`config.mk`:
```
export PLATFORM = sky130hd
export DESIGN_NAME = gcb_dist_check
export DESIGN_NICKNAME = d
export VERILOG_FILES = /design/src/sv/greedy_hamming_code_builder_assert.svh /design/src/sv/gcb_pkg.sv /design/src/sv/gcb_dist_check.sv
export SDC_FILE = /design/constraint.sdc
export NUM_CORES = 1
export LEC_CHECK = 0
export ABC_AREA = 1
export BUFFER_PORTS_ARGS = -buffer_cell sky130_fd_sc_hd__buf_2
export CORE_UTILIZATION = 43
export DETAILED_ROUTE_END_ITERATION = 6
export PLACE_DENSITY = 0.95
export SETUP_SLACK_MARGIN = 0.2
export SKIP_LAST_GASP = 1
export SLEW_MARGIN = 20
export SYNTH_ARGS = -nofsm -noshare
export SYNTH_HDL_FRONTEND = slang
export SYNTH_SLANG_ARGS = --single-unit
```
`constraint.sdc`:
```
create_clock -name vclk -period 4.73
set_input_delay 0.2365 -clock vclk [all_inputs]
set_output_delay 0.2365 -clock vclk [all_outputs]
set_load 0.05 [all_outputs]
```
`src/sv/greedy_hamming_code_builder_assert.svh`:
```
// ----------------------------------------------------------------------------
// greedy hamming code builder assertion macros
// concurrent check helpers, clocked on clk_i and quiet during reset
// ----------------------------------------------------------------------------
`ifndef GREEDY_HAMMING_CODE_BUILDER_ASSERT_SVH
`define GREEDY_HAMMING_CODE_BUILDER_ASSERT_SVH

// same-cycle implication
`define GCB_ASSERT_IMPL(name, ante, cons, msg) \
  name: assert property (@(posedge clk_i) disable iff (!rst_ni) (ante) |-> (cons)) \
    else $error(msg);

// next-cycle implication
`define GCB_ASSERT_NEXT(name, ante, cons, msg) \
  name: assert property (@(posedge clk_i) disable iff (!rst_ni) (ante) |=> (cons)) \
    else $error(msg);

`endif

```
`src/sv/gcb_pkg.sv`:
```
// ----------------------------------------------------------------------------
// gcb_pkg
// shared constants, types and helpers of the greedy hamming code builder
// ----------------------------------------------------------------------------
`default_nettype none

package gcb_pkg;

  localparam int unsigned VECTOR_BITS = 16;
  localparam int unsigned MAX_WORDS   = 1024;
  localparam int unsigned ADDR_W      = $clog2(MAX_WORDS);
  localparam int unsigned CNT_W       = $clog2(MAX_WORDS + 1);
  localparam int unsigned DIST_W      = $clog2(VECTOR_BITS + 1);
  localparam int unsigned CFG_W       = 5;
  localparam int unsigned CFG_IDX_W   = 1;
  localparam int unsigned WC_W        = 11;

  // register indexes
  localparam logic [CFG_IDX_W-1:0] REG_VECTOR_LENGTH = 1'b0;
  localparam logic [CFG_IDX_W-1:0] REG_MIN_DISTANCE  = 1'b1;

  // register reset values
  localparam logic [CFG_W-1:0] VECTOR_LENGTH_RST = 5'd8;
  localparam logic [CFG_W-1:0] MIN_DISTANCE_RST  = 5'd3;

  // commands
  localparam logic CMD_TEST  = 1'b0;
  localparam logic CMD_CLEAR = 1'b1;

  // operands of one distance check
  typedef struct packed {
    logic [VECTOR_BITS-1:0] word;
    logic [VECTOR_BITS-1:0] mask;
    logic [CFG_W-1:0]       need;
  } gcb_cmp_t;

  // mask of the compared bits, length held to 1..VECTOR_BITS
  function automatic logic [VECTOR_BITS-1:0] eff_mask(input logic [CFG_W-1:0] vlen);
    int unsigned len;
    logic [VECTOR_BITS-1:0] m;
    len = 32'(vlen);
    if (len < 1) len = 1;
    if (len > VECTOR_BITS) len = VECTOR_BITS;
    for (int unsigned b = 0; b < VECTOR_BITS; b++) begin
      m[b] = (b < len);
    end
    return m;
  endfunction

  // minimum distance held at one or more
  function automatic logic [CFG_W-1:0] eff_need(input logic [CFG_W-1:0] mdist);
    return (mdist == '0) ? CFG_W'(1) : mdist;
  endfunction

endpackage

`default_nettype wire

```
`src/sv/gcb_dist_check.sv`:
```
// ----------------------------------------------------------------------------
// gcb_dist_check
// hamming distance of a candidate to one stored codeword, against the minimum
// ----------------------------------------------------------------------------
`default_nettype none

module gcb_dist_check (
  input  gcb_pkg::gcb_cmp_t                 cmp_i,
  input  logic [gcb_pkg::VECTOR_BITS-1:0]   codeword_i,
  output logic                              too_close_o
);
  import gcb_pkg::*;

  logic [VECTOR_BITS-1:0] diff;
  logic [DIST_W-1:0]      ham_dist;

  assign diff     = (cmp_i.word ^ codeword_i) & cmp_i.mask;
  assign ham_dist = DIST_W'($countones(diff));

  // distance below the required minimum
  assign too_close_o = (32'(ham_dist) < 32'(cmp_i.need));

endmodule

`default_nettype wire

```
Word level (Yosys, flattened, before mapping)
Cells that the tools add are included.
Widths: inputs -> output; s select.
{ "totals": {"reg_bits": 0, "in_bits": 53, "output_inout_bits": 1, "elab_cells": 18} }
{ "op_classes": {"add_sub_neg": 15, "n_lt_le_gt_ge": 1, "bitwise": 2} }
{ "ops": {"columns": ["cell", "count"], "rows": [
  ["$add 1x1->2", 8],
  ["$and 16x16->16", 1],
  ["$xor 16x16->16", 1],
  ["$add 2x2->3", 4],
  ["$add 3x3->4", 2],
  ["$add 4x4->5", 1],
  ["$lt 5x5->1", 1]
]} }

Longest topological paths before layout
{ "depth": {"word_depth": 7, "ltp_mapped": 20, "depth_no_buf": 20} }

Least setup slack after synthesis
OpenSTA, ideal clock, no wires.
{ "synth_timing": {"kind": "in2out", "start": "input port cmp_i[32] in the netlist's numbering", "end": "output port too_close_o", "arrival_time_ns": 4.445, "t_required_ns": 4.493, "slack_ns": 0.049, "path_stages": 18, "path_buffers": 0, "path_cell_list": "xor2_1 nand2_1 fa_1 inv_1 fa_1 inv_1 fa_1 inv_1 fa_1 ha_1 fa_1 xor2_1 ha_1 nand2_1 nand2_1 nand2_1 nand2_1 nor2_1"} }
{ "synth_between": {"elab_chain_len": 7} }
{ "synth_rtl": {"columns": ["element", "line", "text"], "rows": [
  ["start, declared", "gcb_dist_check.sv:8", "input gcb_pkg::gcb_cmp_t cmp_i,"],
  ["$xor 16x16->16", "gcb_dist_check.sv:17", "assign diff = (cmp_i.word ^ codeword_i) & cmp_i.mask;"],
  ["$and 16x16->16", "gcb_dist_check.sv:17", null],
  ["$add 1x1->2 (not written as such)", "gcb_dist_check.sv:18", "assign ham_dist = DIST_W'($countones(diff));"],
  ["$add 2x2->3 (not written as such)", "gcb_dist_check.sv:18", null],
  ["$add 3x3->4 (not written as such)", "gcb_dist_check.sv:18", null],
  ["$add 4x4->5 (not written as such)", "gcb_dist_check.sv:18", null],
  ["$lt 5x5->1", "gcb_dist_check.sv:21", "assign too_close_o = (32'(ham_dist) < 32'(cmp_i.need));"],
  ["end, declared", "gcb_dist_check.sv:10", "output logic too_close_o"]
]} }
Every way passes these cells.

Final worst setup path
{ "layout_timing": {"start": "input port codeword_i[5] in the netlist's numbering", "end": "output port too_close_o"} }
{ "layout_between": {"elab_chain_len": 7} }
{ "layout_rtl": {"columns": ["element", "line", "text"], "rows": [
  ["start, declared", "gcb_dist_check.sv:9", "input logic [gcb_pkg::VECTOR_BITS-1:0] codeword_i,"],
  ["$xor 16x16->16", "gcb_dist_check.sv:17", null],
  ["$and 16x16->16", "gcb_dist_check.sv:17", null],
  ["$add 1x1->2 (not written as such)", "gcb_dist_check.sv:18", null],
  ["$add 2x2->3 (not written as such)", "gcb_dist_check.sv:18", null],
  ["$add 3x3->4 (not written as such)", "gcb_dist_check.sv:18", null],
  ["$add 4x4->5 (not written as such)", "gcb_dist_check.sv:18", null],
  ["$lt 5x5->1", "gcb_dist_check.sv:21", null]
]} }
Every way passes these cells.

==> flow_summary_export.csv <==
group,metric,value,unit
placed_design,hpwl,1435,µm
power,p_int,0.1619,mW
floorplan,rows,14,
power,p_leak,0.6564,nW
layout,final_area,1030,µm²
layout,final_nets,234,
worst_setup_path,cp-start-kind,"input pin",
layout,stdcell_count,176,
placed_design,gp_congestion,0.6797,
sta,post-route-period-util,0.9407,
layout,multi_input_area,646.9,µm²
layout,flops_and_latches,0,
layout,area_growth,46.18,%
floorplan,die_w,42.48,µm
floorplan,initial_core_util,0.4622,
sta,worst_pin_slew,198.5,ps
routing,routed_via_density,4.597,
floorplan,dieArea,1804,µm²
clock_network,ctsHoldBuffers,0,
sta,max_slew_margin,0.8672,
sta,hold_violations,0,
placed_design,dp_cells,175,
sta,whs,945.5,ps
yosys,synthesis.area,704.4,µm²
grt,grt_pass1_vias,792,
power,swShare,0.5590,
power,ir_drop,0.1473,mV
placed_design,portBuffers,54,
grt,track_usage,0.1844,
grt,antenna_found_initial,0,
worst_setup_path,cp-end-kind,"primary output",
layout,drive_gt1_frac,0.3688,
worst_setup_path,crit_type,"in -> out",
layout,finish.utilization,0.6757,
power,p_sw,0.2052,mW
layout,antenna_cells,0,
power,pwr-share-clk,0,
yosys,yosys_warnings,0,
sta,setup-tns-final,0,ps
sta,slew_violations,0,
sta,max_freq,224.7,MHz
hold_path,timing.hold.worst.class,"in -> out",
floorplan,ios,54,
yosys,netlist_instances,105,
routing,dr.first_iter.drc_count,6,
yosys,yosysSeqAreaShare,0,
power,p_comb_frac,1.000,
floorplan,die_y,42.48,µm
sta,fin_crit,4449,ps
grt,grt_pass1_wl,2704,µm
layout,clock_buffers,0,
status,status,"completed",
worst_setup_path,worstPathRequired,4490,ps
worst_setup_path,path_max_fanout,3,
routing,wl_per_cell,8.614,µm
routing,wl,1516,µm
sta,setup_viol,0,
layout,ff_latch_area,0,µm²
power,p_per_area,356.5,nW/µm²
sta,rsz0062_at_grt,"yes",
yosys,syn_area_per_cell,6.709,µm²
yosys,yosysUniqueCellTypes,8,
grt,grt_overflow,0,
yosys,synth_nets,177,
layout,fill_cells,128,
routing,dr.pass1.iters,4,
routing,drc,0,
floorplan,fp.coreArea,1524,µm²
routing,via_count,809,
grt,grt_max_degree,6,
power,seqPwrFrac,0,
placed_design,postPlaceCellArea,997.2,µm²
job,drv_cap,0,
routing,ant_nets,0,
worst_setup_path,crit_arrival,4210,ps
==> per-layer routing <==
layer,GRT usage,vias to the layer above,wire (µm)
met5,0,-,0
met4,0.02500,0,0
met3,0.004310,0,94
met2,0.4154,33,904
met1,0.1784,354,518
li1,-,422,-
==> cell type report <==
class	instances	share of cell area
inverter	21	0.07655
tap	16	0.01944
multi-input combinational	84	0.6282
timing repair buffer	55	0.2758
==> kinds of logic after synthesis <==
kind of cell             after synthesis  synth area share
adder cells (fa/ha/maj)               19            0.4440
XOR/XNOR                              12            0.1492
buffers and inverters                 21            0.1119
AO/OA/AOI/OAI                          3           0.02131
AND/OR/NAND/NOR                       50            0.2735
==> synthesized netlist by cell type, drive strengths merged <==
cell	instances	area share
a21oi	3	0.021
fa	10	0.28
ha	9	0.16
inv	21	0.11
nand2	33	0.18
nand3	4	0.028
nor2	13	0.069
xor2	12	0.15
==> layout by cell type, fill, tap and decap left out, drive strengths merged <==
cell,count
nor2,13
fa,10
buf,55
inv,21
xor2,12
ha,9
a21oi,3
nand2,33
nand3,4
==> through the flow <==
stage,power (mW),worst slack (ps)
after floorplan,0.2562,270.9
after global placement,0.3165,203.6
after detailed placement,0.3389,26.96
after CTS,0.3582,219.5
after global routing,0.4189,128.0
final,0.3671,280.6
==> power groups by stage <==
stage | clock (mW) | combinational, mW | sequential (mW)
6_report | 0 | 0.367 | 0
5_1_grt | 0 | 0.419 | 0
4_1_cts | 0 | 0.358 | 0
3_5_place_dp | 0 | 0.339 | 0
3_3_place_gp | 0 | 0.317 | 0
2_1_floorplan | 0 | 0.256 | 0
==> path summary, 6_finish.rpt <==
path / startpoint / to / slack, ps / depth (start not counted)
hold / removal: cmp_i[0] / too_close_o / 950 / 6
setup / recovery: codeword_i[5] / too_close_o / 280 / 17
==> critical path, stage by stage <==
cell and delay (ps):
buf_2 100, xor2_1 140, nand2_1 90, fa_1 510
fa_1 540, fa_1 550, inv_1 50, fa_1 490
ha_4 190, fa_2 350, nand2_1 70, a21oi_1 70
ha_1 340, a21oi_2 160, nand2_1 90, nor2_2 90
buf_6 160
==> what timing repair did <==
action | in CTS | in global routing
hold endpoints to repair | 0 | 0
setup endpoints to repair | 1 | 1
buffers inserted | 0 | 1
pin swaps | 1 | 3
resized for setup | 4 | 2
Note: power is estimated with default switching activity, not from simulation.
